### src/fhc_pkg.sv
// Shared types and constants of the fibre hit clusterizer.
package fhc_pkg;

  localparam int FIBRE_W  = 10;
  localparam int CENTER_W = 18;
  localparam int COUNT_W  = 8;
  localparam int GAP_W    = 24;
  localparam int CFG_W    = 24;
  localparam int IDX_W    = 1;

  localparam logic [CENTER_W-1:0] CENTER_MAX = 18'h3FFFF;
  localparam logic [COUNT_W-1:0]  COUNT_MAX  = 8'hFF;

  // configuration register indexes
  localparam logic [IDX_W-1:0] CFG_ENABLE = 1'b0;
  localparam logic [IDX_W-1:0] CFG_GAP    = 1'b1;

  localparam logic             ENABLE_RST = 1'b1;
  localparam logic [GAP_W-1:0] GAP_RST    = 24'd80;

  // close-command queue
  localparam int QDEPTH = 4;
  localparam int QPTR_W = 2;
  localparam int QCNT_W = 3;

  typedef struct packed {
    logic known;
    logic ovf;
    logic last;
  } fhc_flags_t;

  typedef enum logic [1:0] {
    S_IDLE,
    S_DIV,
    S_WRITE
  } fhc_state_e;

endpackage

### src/fhc_front.sv
// Front end: hit acceptance, cluster membership test and running sums.
module fhc_front #(
  parameter int NUM_FIBRES = 1024,
  parameter int MAX_HITS   = 255,
  parameter int TIME_BITS  = 24,
  parameter int CNT_W      = 8,
  parameter int FSUM_W     = 18,
  parameter int TSUM_W     = 32,
  parameter int ENT_W      = 61
) (
  input  logic                          clk_i,
  input  logic                          rst_ni,
  input  logic                          cfg_we_i,
  input  logic [fhc_pkg::IDX_W-1:0]     cfg_idx_i,
  input  logic [fhc_pkg::CFG_W-1:0]     cfg_wdata_i,
  input  logic                          in_valid_i,
  output logic                          in_ready_o,
  input  logic [fhc_pkg::FIBRE_W-1:0]   fibre_i,
  input  logic signed [TIME_BITS-1:0]   hit_time_i,
  input  logic                          last_hit_i,
  input  logic                          q_room_i,
  output logic                          push_a_o,
  output logic                          push_b_o,
  output logic [ENT_W-1:0]              ent_a_o,
  output logic [ENT_W-1:0]              ent_b_o
);

  localparam int FW     = fhc_pkg::FIBRE_W;
  localparam int FMAX_I = (NUM_FIBRES > 1024) ? 1023 : NUM_FIBRES - 1;
  localparam logic [FW-1:0] FMAX = FW'(FMAX_I);
  localparam int TD_W   = TIME_BITS + 1;
  localparam int CMP_W  = (TD_W > fhc_pkg::GAP_W) ? TD_W : fhc_pkg::GAP_W;

  logic                        en_q;
  logic [fhc_pkg::GAP_W-1:0]   gap_q;
  logic [FSUM_W-1:0]           fsum_q, fsum_d;
  logic signed [TSUM_W-1:0]    tsum_q, tsum_d;
  logic [CNT_W-1:0]            cnt_q, cnt_d;
  logic [FW-1:0]               prev_f_q;
  logic [TIME_BITS-1:0]        prev_t_q;
  logic                        open_q, open_d;

  logic                        accept;
  logic [FW-1:0]               f_cl;
  logic                        df_big, gap_big, close1, close2, keep, ovf;
  logic signed [TD_W-1:0]      dt;
  logic [TD_W-1:0]             dt_mag;
  logic [TSUM_W-1:0]           t_ext;
  fhc_pkg::fhc_flags_t         fl1, fl2;
  logic [ENT_W-1:0]            e1, e2;

  assign in_ready_o = q_room_i;
  assign accept     = in_valid_i & in_ready_o;

  always_comb begin
    f_cl    = (fibre_i > FMAX) ? FMAX : fibre_i;
    t_ext   = {{CNT_W{hit_time_i[TIME_BITS-1]}}, hit_time_i};
    df_big  = {1'b0, f_cl} > ({1'b0, prev_f_q} + (FW + 1)'(1));
    dt      = {hit_time_i[TIME_BITS-1], hit_time_i} - {prev_t_q[TIME_BITS-1], prev_t_q};
    dt_mag  = dt[TD_W-1] ? -dt : dt;
    gap_big = CMP_W'(dt_mag) > CMP_W'(gap_q);
    close1  = open_q & (~en_q | df_big | gap_big);
    keep    = open_q & ~close1;

    fsum_d = (keep ? fsum_q : '0) + FSUM_W'(f_cl);
    tsum_d = (keep ? tsum_q : '0) + t_ext;
    cnt_d  = (keep ? cnt_q : '0) + CNT_W'(1);
    ovf    = cnt_d >= CNT_W'(MAX_HITS);

    // with clustering off every hit is reported on its own
    close2 = en_q ? (ovf | last_hit_i) : 1'b1;
    open_d = en_q & ~close2;

    fl1 = '{known: 1'b1, ovf: 1'b0, last: ~close2};
    fl2 = '{known: en_q, ovf: en_q & ovf, last: 1'b1};
    e1  = {fsum_q, tsum_q, cnt_q, fl1};
    if (en_q) begin
      e2 = {fsum_d, tsum_d, cnt_d, fl2};
    end else begin
      e2 = {FSUM_W'(f_cl), t_ext, CNT_W'(1), fl2};
    end

    push_a_o = accept & (close1 | close2);
    push_b_o = accept & close1 & close2;
    ent_a_o  = close1 ? e1 : e2;
    ent_b_o  = e2;
  end

  always_ff @(posedge clk_i or negedge rst_ni) begin
    if (!rst_ni) begin
      en_q     <= fhc_pkg::ENABLE_RST;
      gap_q    <= fhc_pkg::GAP_RST;
      fsum_q   <= '0;
      tsum_q   <= '0;
      cnt_q    <= '0;
      prev_f_q <= '0;
      prev_t_q <= '0;
      open_q   <= 1'b0;
    end else begin
      if (cfg_we_i) begin
        unique case (cfg_idx_i)
          fhc_pkg::CFG_ENABLE: en_q  <= cfg_wdata_i[0];
          fhc_pkg::CFG_GAP:    gap_q <= cfg_wdata_i[fhc_pkg::GAP_W-1:0];
          default: ;
        endcase
      end
      if (accept) begin
        if (en_q) begin
          fsum_q <= fsum_d;
          tsum_q <= tsum_d;
          cnt_q  <= cnt_d;
        end
        open_q   <= open_d;
        prev_f_q <= f_cl;
        prev_t_q <= hit_time_i;
      end
    end
  end

  assert property (@(posedge clk_i) disable iff (!rst_ni) push_b_o |-> push_a_o)
    else $error("second close without a first");
  assert property (@(posedge clk_i) disable iff (!rst_ni)
    (accept && en_q && last_hit_i) |=> !open_q)
    else $error("cluster left open after last hit");

endmodule

### src/fhc_queue.sv
// Small FIFO of cluster close commands, up to two writes per cycle.
module fhc_queue #(
  parameter int ENT_W = 61
) (
  input  logic             clk_i,
  input  logic             rst_ni,
  input  logic             push_a_i,
  input  logic             push_b_i,
  input  logic [ENT_W-1:0] ent_a_i,
  input  logic [ENT_W-1:0] ent_b_i,
  input  logic             pop_i,
  output logic [ENT_W-1:0] head_o,
  output logic             empty_o,
  output logic             room_o
);

  localparam int PW = fhc_pkg::QPTR_W;
  localparam int CW = fhc_pkg::QCNT_W;

  logic [ENT_W-1:0] mem_q [fhc_pkg::QDEPTH];
  logic [PW-1:0]    wptr_q, wptr_d, rptr_q, rptr_d;
  logic [CW-1:0]    cnt_q, cnt_d;
  logic [PW-1:0]    wptr_b;

  assign wptr_b  = wptr_q + PW'(1);
  assign head_o  = mem_q[rptr_q];
  assign empty_o = (cnt_q == '0);
  assign room_o  = (cnt_q <= CW'(fhc_pkg::QDEPTH - 2));

  always_comb begin
    wptr_d = wptr_q + PW'(push_a_i) + PW'(push_b_i);
    rptr_d = rptr_q + PW'(pop_i);
    cnt_d  = cnt_q + CW'(push_a_i) + CW'(push_b_i) - CW'(pop_i);
  end

  always_ff @(posedge clk_i) begin
    if (push_a_i) begin
      mem_q[wptr_q] <= ent_a_i;
    end
    if (push_b_i) begin
      mem_q[wptr_b] <= ent_b_i;
    end
  end

  always_ff @(posedge clk_i or negedge rst_ni) begin
    if (!rst_ni) begin
      wptr_q <= '0;
      rptr_q <= '0;
      cnt_q  <= '0;
    end else begin
      wptr_q <= wptr_d;
      rptr_q <= rptr_d;
      cnt_q  <= cnt_d;
    end
  end

  assert property (@(posedge clk_i) disable iff (!rst_ni) pop_i |-> !empty_o)
    else $error("pop from empty queue");
  assert property (@(posedge clk_i) disable iff (!rst_ni)
    (push_a_i || push_b_i) |-> (cnt_q <= CW'(fhc_pkg::QDEPTH - 2)))
    else $error("queue overflow");

endmodule

### src/fhc_back.sv
// Back end: bit-serial mean division and the result register.
module fhc_back #(
  parameter int TIME_BITS = 24,
  parameter int CNT_W     = 8,
  parameter int FSUM_W    = 18,
  parameter int TSUM_W    = 32,
  parameter int ENT_W     = 61
) (
  input  logic                            clk_i,
  input  logic                            rst_ni,
  input  logic [ENT_W-1:0]                head_i,
  input  logic                            empty_i,
  output logic                            pop_o,
  output logic                            out_valid_o,
  input  logic                            out_ready_i,
  output logic [fhc_pkg::CENTER_W-1:0]    center_fibre_o,
  output logic signed [TIME_BITS-1:0]     cluster_time_o,
  output logic [fhc_pkg::COUNT_W-1:0]     hit_count_o,
  output logic                            size_known_o,
  output logic                            size_overflow_o,
  output logic                            last_of_run_o
);

  localparam int FD_W  = FSUM_W + 8;
  localparam int DIV_W = (FD_W > TSUM_W) ? FD_W : TSUM_W;
  localparam int SC_W  = $clog2(DIV_W);
  localparam int CX_W  = (CNT_W > fhc_pkg::COUNT_W) ? CNT_W : fhc_pkg::COUNT_W;

  logic [FSUM_W-1:0]          e_fsum;
  logic signed [TSUM_W-1:0]   e_tsum;
  logic [CNT_W-1:0]           e_cnt;
  fhc_pkg::fhc_flags_t        e_flags;
  logic [TSUM_W-1:0]          e_tmag;

  fhc_pkg::fhc_state_e        state_q, state_d;
  logic [DIV_W-1:0]           fq_q, tq_q, fq_d, tq_d;
  logic [CNT_W-1:0]           frem_q, trem_q, frem_d, trem_d, div_q;
  logic [CNT_W:0]             fsh, tsh, fdiff, tdiff;
  logic                       fge, tge, neg_q;
  logic [SC_W-1:0]            step_q;
  fhc_pkg::fhc_flags_t        flags_q;
  logic                       out_free, out_valid_q, load;

  logic [fhc_pkg::CENTER_W-1:0] center_res;
  logic [TIME_BITS-1:0]         tmag;
  logic [TIME_BITS-1:0]         time_res;
  logic [CX_W-1:0]              cnt_x;
  logic [fhc_pkg::COUNT_W-1:0]  count_res;

  assign {e_fsum, e_tsum, e_cnt, e_flags} = head_i;
  assign e_tmag   = e_tsum[TSUM_W-1] ? -e_tsum : e_tsum;
  assign out_free = ~out_valid_q | out_ready_i;

  // one restoring step per cycle on both sums, shared divisor
  always_comb begin
    fsh    = {frem_q, fq_q[DIV_W-1]};
    tsh    = {trem_q, tq_q[DIV_W-1]};
    fge    = fsh >= {1'b0, div_q};
    tge    = tsh >= {1'b0, div_q};
    fdiff  = fsh - {1'b0, div_q};
    tdiff  = tsh - {1'b0, div_q};
    frem_d = fge ? fdiff[CNT_W-1:0] : fsh[CNT_W-1:0];
    trem_d = tge ? tdiff[CNT_W-1:0] : tsh[CNT_W-1:0];
    fq_d   = {fq_q[DIV_W-2:0], fge};
    tq_d   = {tq_q[DIV_W-2:0], tge};
  end

  always_comb begin
    state_d = state_q;
    pop_o   = 1'b0;
    load    = 1'b0;
    unique case (state_q)
      fhc_pkg::S_IDLE: begin
        if (!empty_i) begin
          pop_o   = 1'b1;
          load    = 1'b1;
          // a single hit needs no division
          state_d = (e_cnt == CNT_W'(1)) ? fhc_pkg::S_WRITE : fhc_pkg::S_DIV;
        end
      end
      fhc_pkg::S_DIV: begin
        if (step_q == '0) begin
          state_d = fhc_pkg::S_WRITE;
        end
      end
      fhc_pkg::S_WRITE: begin
        if (out_free) begin
          state_d = fhc_pkg::S_IDLE;
        end
      end
      default: state_d = fhc_pkg::S_IDLE;
    endcase
  end

  always_comb begin
    center_res = (fq_q > DIV_W'(fhc_pkg::CENTER_MAX)) ? fhc_pkg::CENTER_MAX
                                                      : fq_q[fhc_pkg::CENTER_W-1:0];
    tmag       = tq_q[TIME_BITS-1:0];
    time_res   = neg_q ? -tmag : tmag;
    cnt_x      = CX_W'(div_q);
    count_res  = (cnt_x > CX_W'(fhc_pkg::COUNT_MAX)) ? fhc_pkg::COUNT_MAX
                                                     : cnt_x[fhc_pkg::COUNT_W-1:0];
  end

  always_ff @(posedge clk_i or negedge rst_ni) begin
    if (!rst_ni) begin
      state_q     <= fhc_pkg::S_IDLE;
      out_valid_q <= 1'b0;
    end else begin
      state_q <= state_d;
      if (state_q == fhc_pkg::S_WRITE && out_free) begin
        out_valid_q <= 1'b1;
      end else if (out_ready_i) begin
        out_valid_q <= 1'b0;
      end
    end
  end

  always_ff @(posedge clk_i) begin
    if (load) begin
      fq_q    <= DIV_W'({e_fsum, 8'h00});
      tq_q    <= DIV_W'(e_tmag);
      frem_q  <= '0;
      trem_q  <= '0;
      div_q   <= e_cnt;
      neg_q   <= e_tsum[TSUM_W-1];
      flags_q <= e_flags;
      step_q  <= SC_W'(DIV_W - 1);
    end else if (state_q == fhc_pkg::S_DIV) begin
      fq_q   <= fq_d;
      tq_q   <= tq_d;
      frem_q <= frem_d;
      trem_q <= trem_d;
      step_q <= step_q - SC_W'(1);
    end
    if (state_q == fhc_pkg::S_WRITE && out_free) begin
      center_fibre_o  <= center_res;
      cluster_time_o  <= time_res;
      hit_count_o     <= count_res;
      size_known_o    <= flags_q.known;
      size_overflow_o <= flags_q.ovf;
      last_of_run_o   <= flags_q.last;
    end
  end

  assign out_valid_o = out_valid_q;

endmodule

### src/fibre_hit_clusterizer.sv
// Path: a closing hit puts its cluster into the close queue; the back end pops it and,
//   unless it holds a single hit, divides bit-serially over DIV = max(sum-of-fibres
//   width + 8, TIME_BITS + count width) bits (32 by default), then registers the result.
// Throughput: one hit per cycle while the four-entry close queue has two free slots;
//   the back end takes one cluster at a time, popping the next after writing the last.
// Reset: asynchronous, active low; no cluster open, clustering on, gap 80.
module fibre_hit_clusterizer #(
  parameter int NUM_FIBRES = 1024,
  parameter int MAX_HITS   = 255,
  parameter int TIME_BITS  = 24
) (
  input  logic                            clk_i,
  input  logic                            rst_ni,
  input  logic                            cfg_we_i,
  input  logic [fhc_pkg::IDX_W-1:0]       cfg_idx_i,
  input  logic [fhc_pkg::CFG_W-1:0]       cfg_wdata_i,
  input  logic                            in_valid_i,
  output logic                            in_ready_o,
  input  logic [fhc_pkg::FIBRE_W-1:0]     fibre_i,
  input  logic signed [TIME_BITS-1:0]     hit_time_i,
  input  logic                            last_hit_i,
  output logic                            out_valid_o,
  input  logic                            out_ready_i,
  output logic [fhc_pkg::CENTER_W-1:0]    center_fibre_o,
  output logic signed [TIME_BITS-1:0]     cluster_time_o,
  output logic [fhc_pkg::COUNT_W-1:0]     hit_count_o,
  output logic                            size_known_o,
  output logic                            size_overflow_o,
  output logic                            last_of_run_o
);

  localparam int CNT_W  = $clog2(MAX_HITS + 1);
  localparam int FSUM_W = fhc_pkg::FIBRE_W + CNT_W;
  localparam int TSUM_W = TIME_BITS + CNT_W;
  localparam int ENT_W  = FSUM_W + TSUM_W + CNT_W + $bits(fhc_pkg::fhc_flags_t);

  logic             push_a, push_b, pop, q_empty, q_room;
  logic [ENT_W-1:0] ent_a, ent_b, head;

  fhc_front #(
    .NUM_FIBRES (NUM_FIBRES),
    .MAX_HITS   (MAX_HITS),
    .TIME_BITS  (TIME_BITS),
    .CNT_W      (CNT_W),
    .FSUM_W     (FSUM_W),
    .TSUM_W     (TSUM_W),
    .ENT_W      (ENT_W)
  ) u_front (
    .clk_i       (clk_i),
    .rst_ni      (rst_ni),
    .cfg_we_i    (cfg_we_i),
    .cfg_idx_i   (cfg_idx_i),
    .cfg_wdata_i (cfg_wdata_i),
    .in_valid_i  (in_valid_i),
    .in_ready_o  (in_ready_o),
    .fibre_i     (fibre_i),
    .hit_time_i  (hit_time_i),
    .last_hit_i  (last_hit_i),
    .q_room_i    (q_room),
    .push_a_o    (push_a),
    .push_b_o    (push_b),
    .ent_a_o     (ent_a),
    .ent_b_o     (ent_b)
  );

  fhc_queue #(
    .ENT_W (ENT_W)
  ) u_queue (
    .clk_i    (clk_i),
    .rst_ni   (rst_ni),
    .push_a_i (push_a),
    .push_b_i (push_b),
    .ent_a_i  (ent_a),
    .ent_b_i  (ent_b),
    .pop_i    (pop),
    .head_o   (head),
    .empty_o  (q_empty),
    .room_o   (q_room)
  );

  fhc_back #(
    .TIME_BITS (TIME_BITS),
    .CNT_W     (CNT_W),
    .FSUM_W    (FSUM_W),
    .TSUM_W    (TSUM_W),
    .ENT_W     (ENT_W)
  ) u_back (
    .clk_i           (clk_i),
    .rst_ni          (rst_ni),
    .head_i          (head),
    .empty_i         (q_empty),
    .pop_o           (pop),
    .out_valid_o     (out_valid_o),
    .out_ready_i     (out_ready_i),
    .center_fibre_o  (center_fibre_o),
    .cluster_time_o  (cluster_time_o),
    .hit_count_o     (hit_count_o),
    .size_known_o    (size_known_o),
    .size_overflow_o (size_overflow_o),
    .last_of_run_o   (last_of_run_o)
  );

endmodule

### config.mk
export PLATFORM = sky130hd
export DESIGN_NAME = fibre_hit_clusterizer
export DESIGN_NICKNAME = d
export VERILOG_FILES = /design/src/fhc_pkg.sv /design/src/fhc_front.sv /design/src/fhc_queue.sv /design/src/fhc_back.sv /design/src/fibre_hit_clusterizer.sv
export SDC_FILE = /design/constraint.sdc
export NUM_CORES = 1
export LEC_CHECK = 0
export ABC_AREA = 1
export BUFFER_PORTS_ARGS = -buffer_cell sky130_fd_sc_hd__clkbuf_2
export CORE_MARGIN = 3
export CORE_UTILIZATION = 56
export DETAILED_ROUTE_END_ITERATION = 10
export PLACE_DENSITY_LB_ADDON = 0.25
export SLEW_MARGIN = 20
export SYNTH_ARGS = -nofsm -noshare
export SYNTH_HDL_FRONTEND = slang
export SYNTH_SLANG_ARGS = --single-unit
### constraint.sdc
create_clock -name clk_i -period 7.5 [get_ports clk_i]
set_input_delay 1.125 -clock clk_i [delete_from_list [all_inputs] [get_ports clk_i]]
set_output_delay 1.125 -clock clk_i [all_outputs]
set_load 0.005 [all_outputs]
After elaboration in Yosys (flattened, before gate mapping)
Memories as Yosys holds them, arrays and structs flattened.
Index checks and enable logic that the tools add are counted.
- bits in registers: 278
- bits in latches: 0
- bits in writable memories: 244
- bits in read-only memories: 0
- input bits: 65
- output and inout port bits: 55
- logic and storage cells: 121
- memories kept: 1
- memory list (memory ; depth ; width ; read ports ; clocked after memory_dff ; write ports ; line ; RTL):
    u_queue.mem_q ; 4 ; 61 ; 1 ; 0 ; 2 ; fhc_queue.sv:20 ; logic [ENT_W-1:0] mem_q [fhc_pkg::QDEPTH];
- add/sub/neg operators: 18
- $mul: 0
- div/mod/pow operators: 0
- order comparisons: 9
- equal/unequal tests: 6
- shifts and indexed selects: 0
- mux-type cells: 29
- bitwise gates (word level): 18
- reduce and logical (&&, ||, !) cells: 10
- operator list (operator ; count):
    32-bit two-way mux ; 4
    61-bit two-way mux ; 2
    26-bit two-way mux ; 2
    32-bit adder ; 1
    32-bit by 18-bit greater-than comparator with 1-bit output (second input constant) ; 1
    32-bit negator ; 1
    25-bit by 24-bit greater-than comparator with 1-bit output ; 1
    25-bit two-way mux ; 1
    25-bit negator ; 1
    24-bit by 24-bit subtractor with 25-bit output ; 1
    24-bit two-way mux ; 1
    8-bit two-way mux ; 3
    24-bit negator ; 1
    18-bit by 10-bit adder with 18-bit output ; 1
    9-bit by 8-bit greater-or-equal comparator with 1-bit output ; 2
    18-bit two-way mux ; 1
    8-bit subtractor ; 2
    10-bit by 1-bit adder with 11-bit output (second input constant) ; 1
    10-bit by 11-bit greater-than comparator with 1-bit output ; 1
    10-bit greater-than comparator (second input constant) ; 1
    10-bit two-way mux ; 1
    1-bit two-way mux ; 9
    8-bit by 1-bit adder with 8-bit output (second input constant) ; 1
    1-bit bitwise AND ; 8
    24 further kinds ; 42

Depth between registers and ports, before layout
Gate-level depths: netlist of the first run.
- depth in word-level cells: 18
- mapped depth: 60
- depth with buffers taken out: 57

Hierarchy
From an unflattened synthesis of the first run, not the netlist that was laid out.
- cells, all modules: 4483
- area total of the unflattened synthesis: 33606.0 um^2
- by module, submodules not included (module ; instances ; cells each ; area an instance (um^2) ; sequential area each (um^2)):
    fhc_queue ; 1 ; 1813 ; 14129.8 ; 7502.2
    fhc_front ; 1 ; 1790 ; 11544.8 ; 2956.6
    fhc_back ; 1 ; 880 ; 7931.4 ; 4229.1

Least setup slack after synthesis of the first run
OpenSTA, ideal clock, no wires.
- path kind: input -> register
- start point: input hit_time_i[0]
- end point: memory u_queue.mem_q[0][10], enable pin
- setup time: 419 ps
- data arrival time: 7786 ps
- setup slack: -705 ps
- cell stages on the path: 42
- buffers on the path: 4
- cell sequence: inv_1 -> ha_1 -> fa_1 -> inv_1 -> nand2_1 -> nand2_1 -> nand3_1 -> nor2_1 -> nand3_1 -> nor3b_1 -> nand4_1 -> nand3b_1 -> o21ai_0 -> o21ai_0 -> xor2_1 -> ha_1 -> nand4_1 -> nor2_1 -> [... 6 more ...] -> a21oi_1 -> nand3_4 -> buf_2 -> buf_1 -> nor2_1 -> ha_1 -> inv_1 -> nand2_1 -> nand3_1 -> nor2_1 -> nand2_1 -> nor2_1 -> nand2_4 -> nand2_4 -> nand3_1 -> buf_2 -> buf_2 -> nand2_1
- RTL lines (what ; line ; RTL):
    start, declared ; fibre_hit_clusterizer.sv:20 ; input logic signed [TIME_BITS-1:0] hit_time_i,
    end, declared ; fhc_queue.sv:20 ;

==> out/results.txt, run 1 <==
Pins Over Slew Limit = 0
Avg WL per Cell = 17.3 um
Via density = 5.59
Vias in the first global route = 25970
Synthesized area = 31300 um^2
FF-to-FF Start = u_front.prev_t_q[0]
GRT met2 Usage = 46.9%
Top cell by count, worst path = nand2_1
Power Density = 415 nW/um^2
Sequential element share of the synthesized area = 46.8%
Post-Layout Cell Count = 4948
Port bufs = 119
Largest cells by area after synthesis = edfxtp_1 (34%), nand2_1 (11%), dfrtp_1 (10%)
Placed Area = 34800 um^2
Die Ht = 242 um
Leakage dissipation = 16.6 nW
Initial antenna violation count = 2
Wirelength, routed = 85500 um
Flops & latches, synth = 522
Syn_nets = 4021
CP Launch Type = input pin
CP Class = in2reg
Die W = 242 um
Layout cells sized above 1 = 16.4%
Initial Util = 57.3%
Layout Nets = 4357
DRC viols = 0
Syn-to-layout area delta = 18.1%
Post-route design area = 36900 um^2
GPL Wtd Cong = 0.948
Outcome = completed
Worst Setup EP = u_queue.mem_q[2][38]
R2R setup slack = 730 ps
Final worst-path cycle share = 94.0%
Worst Skew = 39.8 ps
Initial DRC Count = 2626
Worst reg-to-reg path cell count = 44
Grt met1 use = 37.9%
Min Tclk post-route = 7050 ps
Endpoints failing hold = 0
Crit path from = hit_time_i[0]
Most common cell in the synthesized netlist = nand2_1
Final setup viols = 0
CTS Buf Count = 56
Fill count = 4452
Hold/Removal Path Class = reg2reg
Worst hold path depth = 0
Core Region = 54600 um^2
Htree depth = 2
Io pins = 120
Max cap viols = 0
Worst r2r dst = u_queue.mem_q[2][38]
GRT Overall Usage = 28.3%
Largest net degree at the start of global routing = 94
Syn Area/Cell = 8.18 um^2
Post-Place Worst Slack = -480 ps
Max clock buf depth = 3
Clock root cell = clkbuf_16
Global-route wire length before repair = 135000 um
Met3 Use GR = 5.17%
DP HPWL = 59200 um
Clk slew on worst S/H paths = 60 ps
Main synth FF type = edfxtp_1
Gr busiest metal = met2
# rows = 85
Setup total negative slack = 0 ps
Commonest cells in the netlist = nand2_1 (918), inv_1 (434), o21ai_0 (385), edfxtp_1 (355), nor2_1 (286)
Critical Path RT = 7860 ps
Fmax = 142 MHz
Drt first pass iters = 6
Synth cell types = 55
Via count = 27643
Synth Instances = 3823
Hold Slack = 420 ps
Antenna Nets Post-Route = 0
CTS Sinks = 522
Crit path capture type = register
Critical Path Max Stage Delay = 350 ps
Worst EP arrival = 7410 ps
Peak supply drop = 0.343 mV
Clk_lat worst skew = 650 ps
Dominant cell type by area after synthesis = edfxtp_1
Slew headroom = 25.2%
Critical Path Fanout Max = 5
Asr flop ratio synth = 24.5%
CTS tree = yes
Slowest stage cell, crit path = fa_2
Post-synth EDFFs = 355
Setup WS post-layout = 447 ps
Synth warnings = 0
GRT Residual Overflow = 0
Synth top area share = 34.1%
Placed cell count = 4833
Die Area = 58700 um^2
Slew @ Worst Pin = 1120 ps
through the flow:
step | util (%) | power (W)
after detailed placement | 63.8 | 0.0124
after CTS | 67.1 | 0.0151
final | 67.7 | 0.0153
after global routing | 67.7 | 0.0164
after global placement | 63.8 | 0.0122
after floorplan | - | 0.00967
worst max-delay path, delay by kind of cell:
kind	cells	cell delay (ps)
adder cells (fa/ha/maj)	4	1050
XOR/XNOR	2	300
buffers and inverters	6	600
AO/OA/AOI/OAI	13	1960
AND/OR/NAND/NOR	21	2310
worst min path at each step:
stage / to / slack [ps] / startpoint
finish: u_back.last_of_run_o / 420 / u_back.flags_q[0]
global route: u_back.last_of_run_o / 430 / u_back.flags_q[0]
CTS: u_back.last_of_run_o / 420 / u_back.flags_q[0]
detailed placement: u_back.last_of_run_o / 410 / u_back.flags_q[0]
global placement: u_back.size_known_o / 400 / u_back.flags_q[2]
floorplan: u_back.last_of_run_o / 400 / u_back.flags_q[0]
power by group:
| part | switching, W | internal (W) | total [W] |
|---|---|---|---|
| combinational | 0.00517 | 0.00289 | 0.00806 |
| clock | 0.00118 | 0.00153 | 0.00271 |
| sequential | 0.000461 | 0.00409 | 0.00455 |
state kept, by name, summed over array words and instances, names as in the netlist, 10 cells and up:
register	flops
u_queue.mem_q	244
u_back.fq_q	32
u_back.tq_q	32
u_front.tsum_q	32
u_back.cluster_time_o	24
u_front.gap_q	24
u_front.prev_t_q	24
u_back.center_fibre_o	18
u_front.fsum_q	18
u_front.prev_f_q	10
per-layer routing:
metal  routed length, um  share of wire (%)
met2               39800                 47
met1               35500                 42
met4                2310                2.7
met5                  13              0.015
met3                7840                9.2
repair_timing:
item | CTS | global route
hold endpoints to repair | 0 | 0
setup buffers | 0 | 6
gates resized for setup | 0 | 97
hold buffers | 0 | 0
endpoints found under the setup margin | 0 | 252
cell families after synthesis:
family / count (synthesis) / share of synthesized area, %
and+or+nand+nor: 1643 / 22.6
AOI/OAI and AO/OA: 740 / 13.3
buffers and inverters: 655 / 8.17
DFF: 522 / 46.8
adders and majority gates: 133 / 5.51
xor gates and xnor gates: 130 / 3.64
layout make-up:
class                           count  area (um^2)  area share, %
Clock inverter                     28          283          0.766
Inverter                          455         1710           4.63
Multi-Input combinational cell   2647        14400           39.0
Tap cell                          739          925           2.50
Sequential cell                   522        14700           39.7
Clock buffer                       78         1510           4.10
Timing Repair Buffer              477         3430           9.29
Antenna cell                        2         5.00         0.0136
placed cells by master, fill, tap and decap left out, types with 116 or more instances in the layout:
master,synthesis,routed
inv_1,434,429
nor2_1,286,273
ha_1,125,123
a21oi_1,193,181
nand2_1,918,910
clkbuf_2,0,118
o21ai_0,385,348
edfxtp_1,355,355
dfrtp_1,125,124
nand3_1,240,239
buf_4,1,346
nand4_1,116,116
(Power assumes the default switching activity.)
==> inputs of run 2 (changes only) <==
--- a/config.mk
+++ b/config.mk
@@ -7,9 +7,11 @@
 export LEC_CHECK = 0
 export ABC_AREA = 1
 export BUFFER_PORTS_ARGS = -buffer_cell sky130_fd_sc_hd__clkbuf_2
+export CORE_ASPECT_RATIO = 2
 export CORE_MARGIN = 3
 export CORE_UTILIZATION = 56
 export DETAILED_ROUTE_END_ITERATION = 10
+export HOLD_SLACK_MARGIN = 0.02
 export PLACE_DENSITY_LB_ADDON = 0.25
 export SLEW_MARGIN = 20
 export SYNTH_ARGS = -nofsm -noshare
==> run 2 against run 1 <==
  * Clock skew fell by 15 ps
  * First-iteration DRC count fell by 13%
  * Clock-buffer cell count fell by 14
  * Global-route usage rose by 0.70 points
  * Critical path depth fell by 1
  * Sequential power barely moved
  * Flip-flop and latch count did not move
  * Utilization rose by 1.2 points
  * Sequential share of layout area fell by 0.89 points
  * Non-clock buffer count rose by 87
  * Register-to-register slack got worse by 230 ps
  * Clock power fell by 11%
  * Largest cell class is now multi-input gates
==> out/results.txt, run 2 (synthesized netlist as in run 1, its figures left out) <==
Post-Layout Cell Count = 5016
Critical path buffer and inverter count = 6
Vias in the first global route = 27799
CTS tree = yes
Leakage dissipation = 16.9 nW
# rows = 121
Wirelength, routed = 88400 um
Layout Nets = 4435
Initial Util = 57.1%
Commonest non-fill, non-tap cell in the layout = nand2_1
Power Density = 410 nW/um^2
Die Area = 58900 um^2
CP Class = in2reg
Slowest stage cell, crit path = fa_2
Fmax = 139 MHz
Min Tclk post-route = 7210 ps
Syn-to-layout area delta = 20.8%
Critical Path Max Stage Delay = 630 ps
Clk slew on worst S/H paths = 60 ps
Worst EP arrival = 7670 ps
Global-route wire length before repair = 138000 um
Endpoints failing hold = 0
GRT Residual Overflow = 0
Drt first pass iters = 7
Largest register FFs = 244
Die Ht = 340 um
CP Launch Type = input pin
Clock root cell = clkbuf_16
Max cap viols = 0
Pins Over Slew Limit = 0
Initial antenna violation count = 1
Via density = 5.63
Core Region = 54800 um^2
Max clock buf depth = 3
Avg WL per Cell = 17.6 um
Critical Path RT = 7960 ps
Slew @ Worst Pin = 1080 ps
Initial DRC Count = 2272
Most frequent cells in the layout = nand2_1 (889), inv_1 (425), buf_4 (420)
Io pins = 120
Htree depth = 2
Post-Route Utilization = 68.9%
Via count = 28252
Reg with most FFs = u_queue.mem_q
Layout cells sized above 1 = 19.8%
Clk_lat worst skew = 610 ps
CTS Sinks = 522
Largest delay share family, worst path = simple AND/OR/NAND/NOR gates
Antenna Nets Post-Route = 0
Largest net degree at the start of global routing = 99
Slew headroom = 27.7%
Peak supply drop = 0.362 mV
Final worst-path cycle share = 96.1%
Final setup viols = 0
Worst Skew = 24.7 ps
Placed cell count = 4909
GPL Wtd Cong = 0.962
DP HPWL = 62600 um
Hold/Removal Path Class = reg2reg
Critical Path Fanout Max = 6
GRT Overall Usage = 29.0%
Outcome = completed
Port bufs = 119
Crit path capture type = register
DRC viols = 0
CTS Buf Count = 48
Die W = 173 um
==> run 2: path summary, 6_finish.rpt <==
| path | start | end | slack [ps] | depth (start not counted) |
|---|---|---|---|---|
| worst min-delay path | u_back.flags_q[2] | u_back.size_known_o | 430 | 0 |
| worst min register to register | u_back.flags_q[2] | u_back.size_known_o | 430 | 0 |
| min in group asynchronous | rst_ni | u_front.fsum_q[5] | 530 | 1 |
| worst max-delay path | hit_time_i[0] | u_queue.mem_q[2][57] | 290 | 45 |
| max in group asynchronous | rst_ni | u_front.prev_t_q[23] | 5570 | 2 |
| worst max register to register | u_front.prev_t_q[0] | u_queue.mem_q[2][57] | 500 | 43 |
==> run 2: metrics by stage <==
step / area (um^2) / setup TNS [ps] / setup slack, ps / hold WS [ps] / power [W]
floorplan: 31300 / 0 / 8.46 / 400 / 0.00967
global placement: 35500 / -41640 / -621 / 410 / 0.0125
detailed placement: 35500 / -73660 / -764 / 413 / 0.0127
CTS: 37000 / 0 / 45.0 / 429 / 0.0152
global route: 37800 / -3120 / -127 / 431 / 0.0166
finish: 37800 / 0 / 290 / 425 / 0.0155
==> run 2: power breakdown <==
group / total (W) / internal, W / leakage (nW) / switching [W]
registers: 0.00457 / 0.00409 / 5.18 / 0.000483
logic: 0.00853 / 0.00317 / 11.0 / 0.00536
clock network: 0.00241 / 0.00129 / 0.747 / 0.00112
==> run 2: layer usage <==
layer | part of all wire (%) | routed length (um) | global-route usage, %
met1 | 34 | 30500 | 30.3
met2 | 54 | 47900 | 56.0
met3 | 5.6 | 4930 | 3.05
met4 | 5.8 | 5140 | 16.0
met5 | 0 | 0 | 0
==> run 2: final cells by class <==
class / count / area (um^2)
Antenna cell: 1 / 2.50
Clock buffer: 64 / 1280
Clock inverter: 26 / 233
Fill cell: 4457 / 17000
Inverter: 455 / 1710
Multi-Input combinational cell: 2646 / 14800
Sequential cell: 522 / 14700
Tap cell: 738 / 923
Timing Repair Buffer: 564 / 4200
==> run 2: timing repair <==
item | 4_1_cts | 5_1_grt
resized for setup | 9 | 206
hold buffers | 0 | 0
endpoints found under the setup margin | 17 | 267
cloned | 0 | 0
pin swaps | 2 | 97
setup buffers | 0 | 16
